--- config.mk ---
export PLATFORM = sky130hd
export DESIGN_NAME = periodic_task_priority_scheduler
export DESIGN_NICKNAME = d
export VERILOG_FILES = /design/src/hdl/ptps_pkg.sv /design/src/hdl/periodic_task_priority_scheduler.sv /design/src/hdl/ptps_qram.sv
export SDC_FILE = /design/constraint.sdc
export NUM_CORES = 2
export LEC_CHECK = 0
export ABC_CLOCK_PERIOD_IN_PS = 17100
export BUFFER_PORTS_ARGS = -buffer_cell sky130_fd_sc_hd__buf_2
export CAP_MARGIN = 20
export CELL_PAD_IN_SITES_DETAIL_PLACEMENT = 1
export CELL_PAD_IN_SITES_GLOBAL_PLACEMENT = 2
export CORE_ASPECT_RATIO = 1.2
export CORE_MARGIN = 1
export CORE_UTILIZATION = 30
export DETAILED_ROUTE_END_ITERATION = 7
export PLACE_DENSITY_LB_ADDON = 0.1
export SLEW_MARGIN = 20
export SYNTH_ARGS = -nofsm -noshare
export SYNTH_HDL_FRONTEND = slang
export SYNTH_SLANG_ARGS = --single-unit
--- constraint.sdc ---
create_clock -name clk -period 17.1 [get_ports clk]
set_input_delay 3.42 -clock clk [delete_from_list [all_inputs] [get_ports clk]]
set_output_delay 3.42 -clock clk [all_outputs]
set_load 0.01 [all_outputs]
--- src/hdl/ptps_pkg.sv ---
// ----------------------------------------------------------------------------
// ptps_pkg
// shared types and codes for the periodic task priority scheduler
// ----------------------------------------------------------------------------
package ptps_pkg;

    localparam int DEF_MAX_TASKS   = 8;
    localparam int DEF_QUEUE_DEPTH = 16;

    localparam int TASK_ID_W = 3;
    localparam int FIELD_W   = 16;
    localparam int TIME_W    = 32;
    localparam int IN_DATA_W  = 72;
    localparam int OUT_DATA_W = 40;

    localparam logic [1:0] OP_LOAD    = 2'd0;
    localparam logic [1:0] OP_TICK    = 2'd1;
    localparam logic [1:0] OP_RESTART = 2'd2;

    localparam logic CFG_POLICY = 1'b0;
    localparam logic CFG_TASKS  = 1'b1;

    // one queued job
    typedef struct packed {
        logic [TASK_ID_W-1:0] task_id;
        logic [FIELD_W-1:0]   remaining;
        logic [TIME_W-1:0]    key;
    } q_entry_t;

endpackage

--- src/hdl/periodic_task_priority_scheduler.sv ---
// ----------------------------------------------------------------------------
// periodic_task_priority_scheduler
// preemptive rate monotonic / earliest deadline first scheduler for
// periodic tasks, advanced one tick per tick item
// ----------------------------------------------------------------------------
//  channel  | direction | handshake          | content
//  s_*      | in        | s_tvalid/s_tready  | load, tick or restart item
//  m_*      | out       | m_tvalid/m_tready  | one result item per input item
//  cfg_*    | in        | cfg_we             | policy_mode, tasks_in_use
//
//  a load or an unused op goes straight to the result; a restart walks every
//  task slot (read, write next release); a tick checks each task in use,
//  inserts each released job by a tail-first walk through the queue ram and
//  then does the run step; the result item is held while m_tready is low
//  reset clears control state; task table contents are undefined until loaded
//  s_tready is low from acceptance until the result item has been taken
// ----------------------------------------------------------------------------
module periodic_task_priority_scheduler
    import ptps_pkg::*;
#(
    parameter int MAX_TASKS   = DEF_MAX_TASKS,
    parameter int QUEUE_DEPTH = DEF_QUEUE_DEPTH
)
(
    input  logic                  clk,
    input  logic                  rst_n,
    input  logic                  s_tvalid,
    output logic                  s_tready,
    // op[1:0], task_index[4:2], first_release[20:5], task_period_in[36:21],
    // exec_ticks[52:37], relative_deadline_in[68:53], zero pad
    input  logic [IN_DATA_W-1:0]  s_tdata,
    output logic                  m_tvalid,
    input  logic                  m_tready,
    // running_valid[0], running_task[3:1], slot_time[35:4], job_finished[36],
    // queue_overflow[37], zero pad
    output logic [OUT_DATA_W-1:0] m_tdata,
    input  logic                  cfg_we,
    input  logic                  cfg_index,
    input  logic [3:0]            cfg_wdata
);

    localparam int TW = (MAX_TASKS > 1) ? $clog2(MAX_TASKS) : 1;
    localparam int IW = $clog2(MAX_TASKS + 1);
    localparam int QW = $clog2(QUEUE_DEPTH);
    localparam int CW = $clog2(QUEUE_DEPTH + 1);
    localparam int SW = CW + 1;

    localparam logic [3:0] S_IDLE    = 4'd0;
    localparam logic [3:0] S_RST_RD  = 4'd1;
    localparam logic [3:0] S_RST_WR  = 4'd2;
    localparam logic [3:0] S_CHK     = 4'd3;
    localparam logic [3:0] S_EVAL    = 4'd4;
    localparam logic [3:0] S_INS_RD  = 4'd5;
    localparam logic [3:0] S_INS_CMP = 4'd6;
    localparam logic [3:0] S_INS_WR  = 4'd7;
    localparam logic [3:0] S_RUN_RD  = 4'd8;
    localparam logic [3:0] S_RUN_EX  = 4'd9;
    localparam logic [3:0] S_OUT     = 4'd10;

    // input fields
    logic [1:0]           in_op;
    logic [TASK_ID_W-1:0] in_idx;
    logic [FIELD_W-1:0]   in_first, in_period, in_exec, in_dl;

    assign in_op     = s_tdata[1:0];
    assign in_idx    = s_tdata[4:2];
    assign in_first  = s_tdata[20:5];
    assign in_period = s_tdata[36:21];
    assign in_exec   = s_tdata[52:37];
    assign in_dl     = s_tdata[68:53];

    // wrap a logical queue position onto the circular buffer
    function automatic logic [QW-1:0] phys(input logic [QW-1:0] h, input logic [CW-1:0] k);
        logic [SW-1:0] s;
        begin
            s = SW'(h) + SW'(k);
            if (s >= SW'(QUEUE_DEPTH))
            begin
                s = s - SW'(QUEUE_DEPTH);
            end
            return QW'(s);
        end
    endfunction

    // control and config
    logic [3:0]          state_reg, state_next;
    logic                policy_reg;
    logic [3:0]          tasks_reg;
    logic [IW-1:0]       i_reg, i_next;
    logic [CW-1:0]       k_reg, k_next;
    logic [CW-1:0]       count_reg, count_next;
    logic [QW-1:0]       head_reg, head_next;
    logic [TIME_W-1:0]   time_reg, time_next;
    logic [MAX_TASKS-1:0] nr_valid_reg, nr_valid_next;

    // result register
    logic                 rv_reg, rv_next, jf_reg, jf_next, ov_reg, ov_next;
    logic [TASK_ID_W-1:0] rt_reg, rt_next;
    logic [TIME_W-1:0]    st_reg, st_next;

    // job being inserted
    q_entry_t new_reg, new_next;

    // task table: {offset, period, exec, deadline}
    logic [4*FIELD_W-1:0] task_mem [MAX_TASKS];
    logic [TIME_W-1:0]    nr_mem   [MAX_TASKS];
    logic [4*FIELD_W-1:0] tm_rd;
    logic [TIME_W-1:0]    nr_rd;
    logic                 tm_we, nr_we;
    logic [TW-1:0]        tm_waddr, t_addr;
    logic [TIME_W-1:0]    nr_wdata;

    // queue ram port
    logic     q_we;
    logic [QW-1:0] q_waddr, q_raddr;
    q_entry_t q_wdata, q_rd;

    logic [FIELD_W-1:0] rd_offset, rd_period, rd_exec, rd_dl;
    logic [TIME_W-1:0]  nr_cur;
    logic [7:0]         limit;

    assign rd_offset = tm_rd[4*FIELD_W-1:3*FIELD_W];
    assign rd_period = tm_rd[3*FIELD_W-1:2*FIELD_W];
    assign rd_exec   = tm_rd[2*FIELD_W-1:FIELD_W];
    assign rd_dl     = tm_rd[FIELD_W-1:0];
    assign t_addr    = TW'(i_reg);
    assign nr_cur    = nr_valid_reg[t_addr] ? nr_rd : '0;
    assign limit     = (8'(tasks_reg) < 8'(MAX_TASKS)) ? 8'(tasks_reg) : 8'(MAX_TASKS);

    always_ff @(posedge clk)
    begin
        if (tm_we)
        begin
            task_mem[tm_waddr] <= {in_first, in_period, in_exec, in_dl};
        end
        if (nr_we)
        begin
            nr_mem[t_addr] <= nr_wdata;
        end
        tm_rd <= task_mem[t_addr];
        nr_rd <= nr_mem[t_addr];
    end

    ptps_qram #(
        .DEPTH (QUEUE_DEPTH),
        .AW    (QW)
    ) u_qram (
        .clk   (clk),
        .we    (q_we),
        .waddr (q_waddr),
        .wdata (q_wdata),
        .raddr (q_raddr),
        .rdata (q_rd)
    );

    // sequencer
    always_comb
    begin
        state_next    = state_reg;
        i_next        = i_reg;
        k_next        = k_reg;
        count_next    = count_reg;
        head_next     = head_reg;
        time_next     = time_reg;
        nr_valid_next = nr_valid_reg;
        rv_next       = rv_reg;
        rt_next       = rt_reg;
        st_next       = st_reg;
        jf_next       = jf_reg;
        ov_next       = ov_reg;
        new_next      = new_reg;
        tm_we         = 1'b0;
        tm_waddr      = TW'(in_idx);
        nr_we         = 1'b0;
        nr_wdata      = '0;
        q_we          = 1'b0;
        q_waddr       = phys(head_reg, k_reg);
        q_wdata       = new_reg;
        q_raddr       = phys(head_reg, k_reg - CW'(1));

        unique case (state_reg)
            S_IDLE:
            begin
                if (s_tvalid)
                begin
                    rv_next    = 1'b0;
                    rt_next    = '0;
                    st_next    = '0;
                    jf_next    = 1'b0;
                    ov_next    = 1'b0;
                    i_next     = '0;
                    state_next = S_OUT;
                    if (in_op == OP_LOAD)
                    begin
                        tm_we = (7'(in_idx) < 7'(MAX_TASKS));
                    end
                    else if (in_op == OP_RESTART)
                    begin
                        count_next = '0;
                        head_next  = '0;
                        time_next  = '0;
                        state_next = S_RST_RD;
                    end
                    else if (in_op == OP_TICK)
                    begin
                        state_next = S_CHK;
                    end
                end
            end
            S_RST_RD:
            begin
                state_next = S_RST_WR;
            end
            S_RST_WR:
            begin
                nr_we                 = 1'b1;
                nr_wdata              = TIME_W'(rd_offset);
                nr_valid_next[t_addr] = 1'b1;
                i_next                = i_reg + IW'(1);
                state_next = (i_reg == IW'(MAX_TASKS - 1)) ? S_OUT : S_RST_RD;
            end
            S_CHK:
            begin
                state_next = (8'(i_reg) < limit) ? S_EVAL : S_RUN_RD;
            end
            S_EVAL:
            begin
                if (nr_cur == time_reg)
                begin
                    nr_we                 = 1'b1;
                    nr_wdata              = nr_cur + TIME_W'(rd_period);
                    nr_valid_next[t_addr] = 1'b1;
                    new_next.task_id      = TASK_ID_W'(i_reg);
                    new_next.remaining    = rd_exec;
                    new_next.key          = policy_reg ? time_reg + TIME_W'(rd_dl)
                                                       : TIME_W'(rd_period);
                    if (count_reg == CW'(QUEUE_DEPTH))
                    begin
                        ov_next    = 1'b1;
                        i_next     = i_reg + IW'(1);
                        state_next = S_CHK;
                    end
                    else
                    begin
                        k_next     = count_reg;
                        state_next = S_INS_RD;
                    end
                end
                else
                begin
                    i_next     = i_reg + IW'(1);
                    state_next = S_CHK;
                end
            end
            S_INS_RD:
            begin
                state_next = (k_reg == '0) ? S_INS_WR : S_INS_CMP;
            end
            S_INS_CMP:
            begin
                // entries with a larger key move one place towards the tail
                if (q_rd.key > new_reg.key)
                begin
                    q_we       = 1'b1;
                    q_wdata    = q_rd;
                    k_next     = k_reg - CW'(1);
                    state_next = S_INS_RD;
                end
                else
                begin
                    state_next = S_INS_WR;
                end
            end
            S_INS_WR:
            begin
                q_we       = 1'b1;
                count_next = count_reg + CW'(1);
                i_next     = i_reg + IW'(1);
                state_next = S_CHK;
            end
            S_RUN_RD:
            begin
                q_raddr    = head_reg;
                st_next    = time_reg;
                state_next = (count_reg == '0) ? S_OUT : S_RUN_EX;
                time_next  = (count_reg == '0) ? time_reg + TIME_W'(1) : time_reg;
            end
            S_RUN_EX:
            begin
                rv_next   = 1'b1;
                rt_next   = q_rd.task_id;
                time_next = time_reg + TIME_W'(1);
                if (q_rd.remaining <= FIELD_W'(1))
                begin
                    jf_next    = 1'b1;
                    count_next = count_reg - CW'(1);
                    head_next  = phys(head_reg, CW'(1));
                end
                else
                begin
                    q_we              = 1'b1;
                    q_waddr           = head_reg;
                    q_wdata           = q_rd;
                    q_wdata.remaining = q_rd.remaining - FIELD_W'(1);
                end
                state_next = S_OUT;
            end
            S_OUT:
            begin
                if (m_tready)
                begin
                    state_next = S_IDLE;
                end
            end
            default:
            begin
                state_next = S_IDLE;
            end
        endcase
    end

    always_ff @(posedge clk or negedge rst_n)
    begin
        if (!rst_n)
        begin
            state_reg    <= S_IDLE;
            policy_reg   <= 1'b0;
            tasks_reg    <= 4'd1;
            i_reg        <= '0;
            k_reg        <= '0;
            count_reg    <= '0;
            head_reg     <= '0;
            time_reg     <= '0;
            nr_valid_reg <= '0;
        end
        else
        begin
            state_reg    <= state_next;
            i_reg        <= i_next;
            k_reg        <= k_next;
            count_reg    <= count_next;
            head_reg     <= head_next;
            time_reg     <= time_next;
            nr_valid_reg <= nr_valid_next;
            if (cfg_we)
            begin
                if (cfg_index == CFG_POLICY)
                begin
                    policy_reg <= cfg_wdata[0];
                end
                else if (cfg_index == CFG_TASKS)
                begin
                    tasks_reg <= cfg_wdata;
                end
            end
        end
    end

    // payload, no reset
    always_ff @(posedge clk)
    begin
        rv_reg  <= rv_next;
        rt_reg  <= rt_next;
        st_reg  <= st_next;
        jf_reg  <= jf_next;
        ov_reg  <= ov_next;
        new_reg <= new_next;
    end

    assign s_tready = (state_reg == S_IDLE);
    assign m_tvalid = (state_reg == S_OUT);
    assign m_tdata  = {2'b00, ov_reg, jf_reg, st_reg, rt_reg, rv_reg};

    // queue never holds more jobs than its depth
    a_count_bound: assert property (@(posedge clk) disable iff (!rst_n)
        count_reg <= CW'(QUEUE_DEPTH))
        else $error("queue count beyond depth");

    // a job only runs from a non-empty queue
    a_run_nonempty: assert property (@(posedge clk) disable iff (!rst_n)
        (state_reg == S_RUN_EX) |-> (count_reg != '0))
        else $error("run step on empty queue");

    // a finished job implies a job ran
    a_finish_valid: assert property (@(posedge clk) disable iff (!rst_n)
        (m_tvalid && m_tdata[36]) |-> m_tdata[0])
        else $error("job finished without running");

endmodule

--- src/hdl/ptps_qram.sv ---
// ----------------------------------------------------------------------------
// ptps_qram
// job queue storage, one write and one registered read per cycle
// ----------------------------------------------------------------------------
module ptps_qram
    import ptps_pkg::*;
#(
    parameter int DEPTH = DEF_QUEUE_DEPTH,
    parameter int AW    = $clog2(DEF_QUEUE_DEPTH)
)
(
    input  logic          clk,
    input  logic          we,
    input  logic [AW-1:0] waddr,
    input  q_entry_t      wdata,
    input  logic [AW-1:0] raddr,
    output q_entry_t      rdata
);

    q_entry_t mem [DEPTH];

    always_ff @(posedge clk)
    begin
        if (we)
        begin
            mem[waddr] <= wdata;
        end
        rdata <= mem[raddr];
    end

endmodule
Yosys cells after proc, flatten, opt, wreduce, memory -nomap -nowiden
Memory sizes are Yosys's and may differ from the RTL's. A register that Yosys moved wholly into a read port is not among the register bits.
Cells that the tools add are included.
{"block": "totals", "mem_bits_ro": 0, "word_cells": 181, "latchBits": 0, "mem_count": 3, "out_inout_bits": 42, "ram_bits": 1584, "input_bits": 82, "register_bits": 156}
{"block": "op_classes", "n_addsub": 14, "n_mul": 0, "muxes": 81, "n_eq_ne": 26, "magnitude_cmp": 9, "n_reduce_logical": 28, "n_bitwise": 2, "div": 0, "shifts": 0}
{"memory": "u_qram.mem", "words": 16, "width": 51, "read_ports": 1, "rd_ports_with_merged_regs": 1, "write_ports": 1, "line_no": "ptps_qram.sv:20", "text": "q_entry_t mem [DEPTH];"}
{"memory": "task_mem", "words": 8, "width": 64, "read_ports": 1, "rd_ports_with_merged_regs": 1, "write_ports": 1, "line_no": "periodic_task_priority_scheduler.sv:105", "text": "logic [4*FIELD_W-1:0] task_mem [MAX_TASKS];"}
{"memory": "nr_mem", "words": 8, "width": 32, "read_ports": 1, "rd_ports_with_merged_regs": 1, "write_ports": 1, "line_no": "periodic_task_priority_scheduler.sv:106", "text": "logic [TIME_W-1:0] nr_mem [MAX_TASKS];"}
{"operator": "$mux W32", "n": 7}
{"operator": "$pmux W32 S2", "n": 2}
{"operator": "$mux W51", "n": 2}
{"operator": "$pmux W51 S2", "n": 1}
{"operator": "$pmux W32 S3", "n": 1}
{"operator": "$mux W4", "n": 22}
{"operator": "$add A32 B16 Y32", "n": 2}
{"operator": "$pmux W4 S11", "n": 1}
{"operator": "$mux W5", "n": 7}
{"operator": "$add A32 B1 Y32 const B", "n": 1}
{"operator": "$eq A32 B32 Y1", "n": 1}
{"operator": "$gt A32 B32 Y1", "n": 1}
{"operator": "$eq A4 B3 Y1 const B", "n": 5}
{"operator": "$mux W1", "n": 19}
{"operator": "$le A16 B1 Y1 const B", "n": 1}
{"operator": "$mux W16", "n": 1}
{"operator": "$ne A2 B2 Y1 const B", "n": 8}
{"operator": "$pmux W8 S2", "n": 1}
{"operator": "$sub A16 B1 Y16 const B", "n": 1}
{"operator": "$pmux W5 S3", "n": 1}
{"operator": "$reduce_and A5 Y1", "n": 3}
{"operator": "$reduce_and A2 Y1", "n": 7}
{"operator": "$add A4 B5 Y6", "n": 2}
{"operator": "$eq A4 B4 Y1 const B", "n": 3}
{"operator": "other kinds (40)", "n": 60}

Depth between registers and ports, before layout
{"block": "depth", "word_depth": 8, "ltp_mapped": 18, "ltp_nobuf": 14}

Modules after synthesis
A second synthesis with hierarchy kept.
{"block": "unflattened", "cells_unflattened": 4190, "area_unflattened_um2": 72943.7}
{"mod": "periodic_task_priority_scheduler", "area_each_um2": 41332.1, "cells_each": 2870, "seq_area_each_um2": 29334.4, "n_inst": 1}
{"mod": "ptps_qram", "area_each_um2": 31611.6, "cells_each": 1320, "seq_area_each_um2": 25524.5, "n_inst": 1}

Least setup slack after synthesis
OpenSTA, ideal clock, no wires.
{"block": "synth_path", "path_kind": "in2reg", "from": "input port s_tdata[0]", "to": "memory task_mem[0][0] in the netlist's numbering, enable pin", "n_path_buf": 0, "path_slack_ps": 8388, "setup_ps": 565, "arrival_time_ps": 8146, "stages": 4, "required_time_ps": 16535, "path_cell_list": "inv_1 -> ha_1 -> nand3b_1 -> nor3_1"}
{"block": "synth_via", "elab_chain_len": 6}
{"item": "from (decl)", "line_no": "periodic_task_priority_scheduler.sv:31", "text": "input logic [IN_DATA_W-1:0] s_tdata,"}
{"item": "$logic_not A2 Y1", "line_no": "periodic_task_priority_scheduler.sv:193", "text": "if (in_op == OP_LOAD)"}
{"item": "$mux W1", "line_no": "periodic_task_priority_scheduler.sv:193"}
{"item": "$mux W1", "line_no": "periodic_task_priority_scheduler.sv:184", "text": "if (s_tvalid)"}
{"item": "$mux W1", "line_no": "periodic_task_priority_scheduler.sv:181", "text": "unique case (state_reg)"}
{"item": "$mux W1", "line_no": "periodic_task_priority_scheduler.sv:132", "text": "if (tm_we)"}
{"item": "$mux W1 (not written as such)", "line_no": "periodic_task_priority_scheduler.sv:134", "text": "task_mem[tm_waddr] <= {in_first, in_period, in_exec, in_dl};"}
{"item": "to (decl)", "line_no": "periodic_task_priority_scheduler.sv:105"}
Every way passes these cells.

Final worst setup path
{"block": "layout_path", "from": "register state_reg[3]", "to": "register u_qram.rdata[35] (netlist name)"}
{"block": "layout_via", "elab_chain_len": 2}
{"item": "from (decl)", "line_no": "periodic_task_priority_scheduler.sv:86", "text": "logic [3:0] state_reg, state_next;"}
{"item": "from (signal assigned)", "line_no": "periodic_task_priority_scheduler.sv:338", "text": "state_reg <= state_next;"}
{"item": "$eq A4 B4 Y1", "line_no": "periodic_task_priority_scheduler.sv:181"}
{"item": "$mux W4", "line_no": "periodic_task_priority_scheduler.sv:181"}
Every way passes these cells.
A chain may end at the register's enable or synchronous reset.

==> impl_metrics.csv <==
group,metric,value,unit
run_status,status,"finished, final reports clean",
worst_setup_path,cp-endpoint,"u_qram.rdata[35]",
timing,relSlewSlack,0.270,
timing,tightest_slew,1.08,ns
cts,cts_root_buf,"clkbuf_16",
pwr,comb_power_share,0.363,
timing,rsz0062_at_grt,"no",
worst_setup_path,startpoint,"state_reg[3]",
route,vias,39300,
pwr,power_frac_seq,0.366,
pwr,ir_worst_vdd,0.439,mV
route,wl_per_cell,28.5,um
placed_design,dp_hpwl,129,mm
cts,clk-insertion-delay-late,0.88,ns
synthesis,synth_common_cells,"edfxtp_1 (1,673), a22oi_1 (386), mux4_2 (204)",
job,maxCapViolCount,0,
pwr,p_leak,0.0278,uW
timing,tns,0,ns
worst_setup_path,timing.reg2reg.worst_path_depth,12,
floorplan,dieArea,246000,um^2
worst_setup_path,r2r_setup_slack,10.94,ns
pwr,p_per_area,193,nW/um^2
synthesis,yosys-top-cells-area,"edfxtp_1 (69%), mux4_2 (6.3%), dfxtp_1 (4.0%)",
cts,cts.path.max_buffers,4,
route,routed_wl,223,mm
cells_and_area,syn_to_final_growth,15.8,%
route,first_pass_iters,5,
cts,clk_pin_slew,0.07,ns
synthesis,synth.most_common_cell,"edfxtp_1",
synthesis,synth_edf_count,1673,
pwr,clockPowerShare,0.271,
synthesis,yosysWarnings,0,
worst_setup_path,rr_startpoint,"state_reg[3]",
grt,overflow,0,
cts,cts_tree,"done",
synthesis,synth-seq-cells,1887,
timing,min_period,6.16,ns
worst_hold_path,hold_class,"reg -> reg",
grt,grt_usage,0.180,
route,via_per_inst,5.02,
cts,cts_buffers,206,
floorplan,boundaryPins,124,
synthesis,syn_inst,4248,
grt,antenna_found_initial,38,
route,drt-initial-drc-count,2565,
cells_and_area,drive_gt1_frac,0.181,
floorplan,die_h,544,um
timing,setup_viol,0,
timing,hold_viol_final,0,
cells_and_area,nets,4627,
synthesis,synth_top_area_cell,"edfxtp_1",
floorplan,start_util,0.302,
grt,grt_max_degree,118,
cts,cts_max_level,4,
synthesis,synthArstFlopShare,0.0355,
worst_setup_path,crit_fanout,38,
pwr,intPower,10600,uW
cts,hold_buffers,0,
timing,skew,0.0906,ns
pwr,switchingPower,5730,uW
pwr,p_sw_frac,0.350,
synthesis,synth.avg_cell_area,17.3,um^2
cts,cts_resized,0,
synthesis,yosysTopAreaCellShare,0.685,
timing,fmax,162,MHz
cts,cts.sinks,1887,
worst_setup_path,crit_arrival,6.81,ns
floorplan,coreArea,243000,um^2
route,drtAntennaViolNets,0,
worst_setup_path,crit_path_start_kind,"flop",
pwr,fin_total_pwr,16300,uW
timing,slew_viol_final,0,
floorplan,rows,198,
timing,period_share,0.360,
cells_and_area,reg.largest.list,"u_qram.mem x816, task_mem x512, nr_mem x256",
floorplan,die_x,453,um
synthesis,synthFlopType,"edfxtp_1",
placed_design,gp_congestion,0.744,
grt,grt_pass1_wl,319,mm
worst_setup_path,endpoint_kind,"flop",
synthesis,syn-cell-area,73300,um^2
cells_and_area,top_register,"u_qram.mem",
placed_design,portBuffers,118,
synthesis,ys_seq_area_frac,0.748,
worst_setup_path,required,17.76,ns
route,drcViolationCount,0,
grt,grt_pass1_vias,42800,
synthesis,synth.distinct_cells,100,
worst_setup_path,r2r_end,"u_qram.rdata[35]",
cts,postCtsSetupBuffers,0,
cells_and_area,largest_reg_flops,816,
worst_setup_path,critical_path_class,"reg -> reg",
-- metrics by stage --
stage                util  std cells  worst slack, ns  instance area [um^2]  hold slack, ns
floorplan               -       4249             8.39                 73300           0.386
global placement    0.322       7447            10.16                 78200           0.395
detailed placement  0.322       7448            10.12                 78200           0.396
CTS                 0.350       7823            10.69                 84900           0.410
global route        0.350       7825            10.28                 84900           0.422
finish              0.350       7831            10.94                 84900           0.410
-- area by class of cell --
type	instances	area, um^2
repair buffers	231	1520
clock buffers	297	5800
multi-input cells	2033	17500
well taps	3200	4000
inverters	97	364
diodes	8	20.0
flip-flops and latches	1887	54900
fillers	24300	158000
clock inverters	78	852
-- kinds of logic (layout without fill, tap and decap cells) --
logic type,Yosys count,in the layout,synth area share
xor+xnor,77,77,0.00930
mux,284,284,0.0740
other cells,1,10,0.0000511
simple gates,723,723,0.0529
fa+ha+maj,89,89,0.0157
flops,1887,1887,0.748
compound gates,858,858,0.0817
buf+inv,329,703,0.0183
-- power by group through the flow --
stage                     logic, uW  clock network, uW  registers, uW
after floorplan                4190                  0           5880
after global placement         6100                  0           6090
after detailed placement       6120                  0           6090
after CTS                      6150               4580           6000
after global routing           6520               4720           6020
final                          5930               4440           5980
-- routing by layer --
metal,track usage,share of wire,vias up
li1,-,-,17500
met1,0.227,0.43,20900
met2,0.320,0.51,577
met3,0.0273,0.034,317
met4,0.0484,0.024,32
met5,0,0.00086,-
-- placed cells by master (no fill, tap or decap), drive strengths merged, types with 11 or more instances in the layout --
master,instances
a211oi,67
a21o,29
a21oi,131
a22oi,386
a31oi,12
and2,51
and3,21
buf,231
bufinv,17
clkbuf,297
clkinv,57
dfrtp,66
dfxtp,147
edfxtp,1673
ha,84
inv,99
mux2,21
mux2i,59
mux4,204
nand2,134
nand2b,19
nand3,39
nand4,114
nor2,157
nor2b,73
nor3,33
nor4,25
o211ai,11
o21a,18
o21ai,117
or3,21
xnor2,43
xor2,34
-- worst max-delay path: stages, from the launching register on --
cell and delay (ns):
dfrtp_1 0.70, nand2b_1 0.41, nor3_4 0.21, buf_4 0.41, mux2i_4 0.29, buf_4 0.53
buf_4 0.66, buf_4 0.72, buf_4 0.79, mux4_2 0.59, nor2b_1 0.15, a211oi_1 0.26
a21oi_1 0.12
-- worst min-delay path by stage --
stage	cells after the start	start	end	slack [ns]
4_1_cts	0	tm_rd[18]	new_reg[34]	0.41
5_1_grt	0	tm_rd[18]	new_reg[34]	0.42
6_report	0	tm_rd[17]	new_reg[33]	0.41
3_5_place_dp	0	tm_rd[18]	new_reg[34]	0.40
2_1_floorplan	0	tm_rd[16]	new_reg[32]	0.39
3_3_place_gp	0	tm_rd[18]	new_reg[34]	0.40
(Power assumes the default switching activity.)
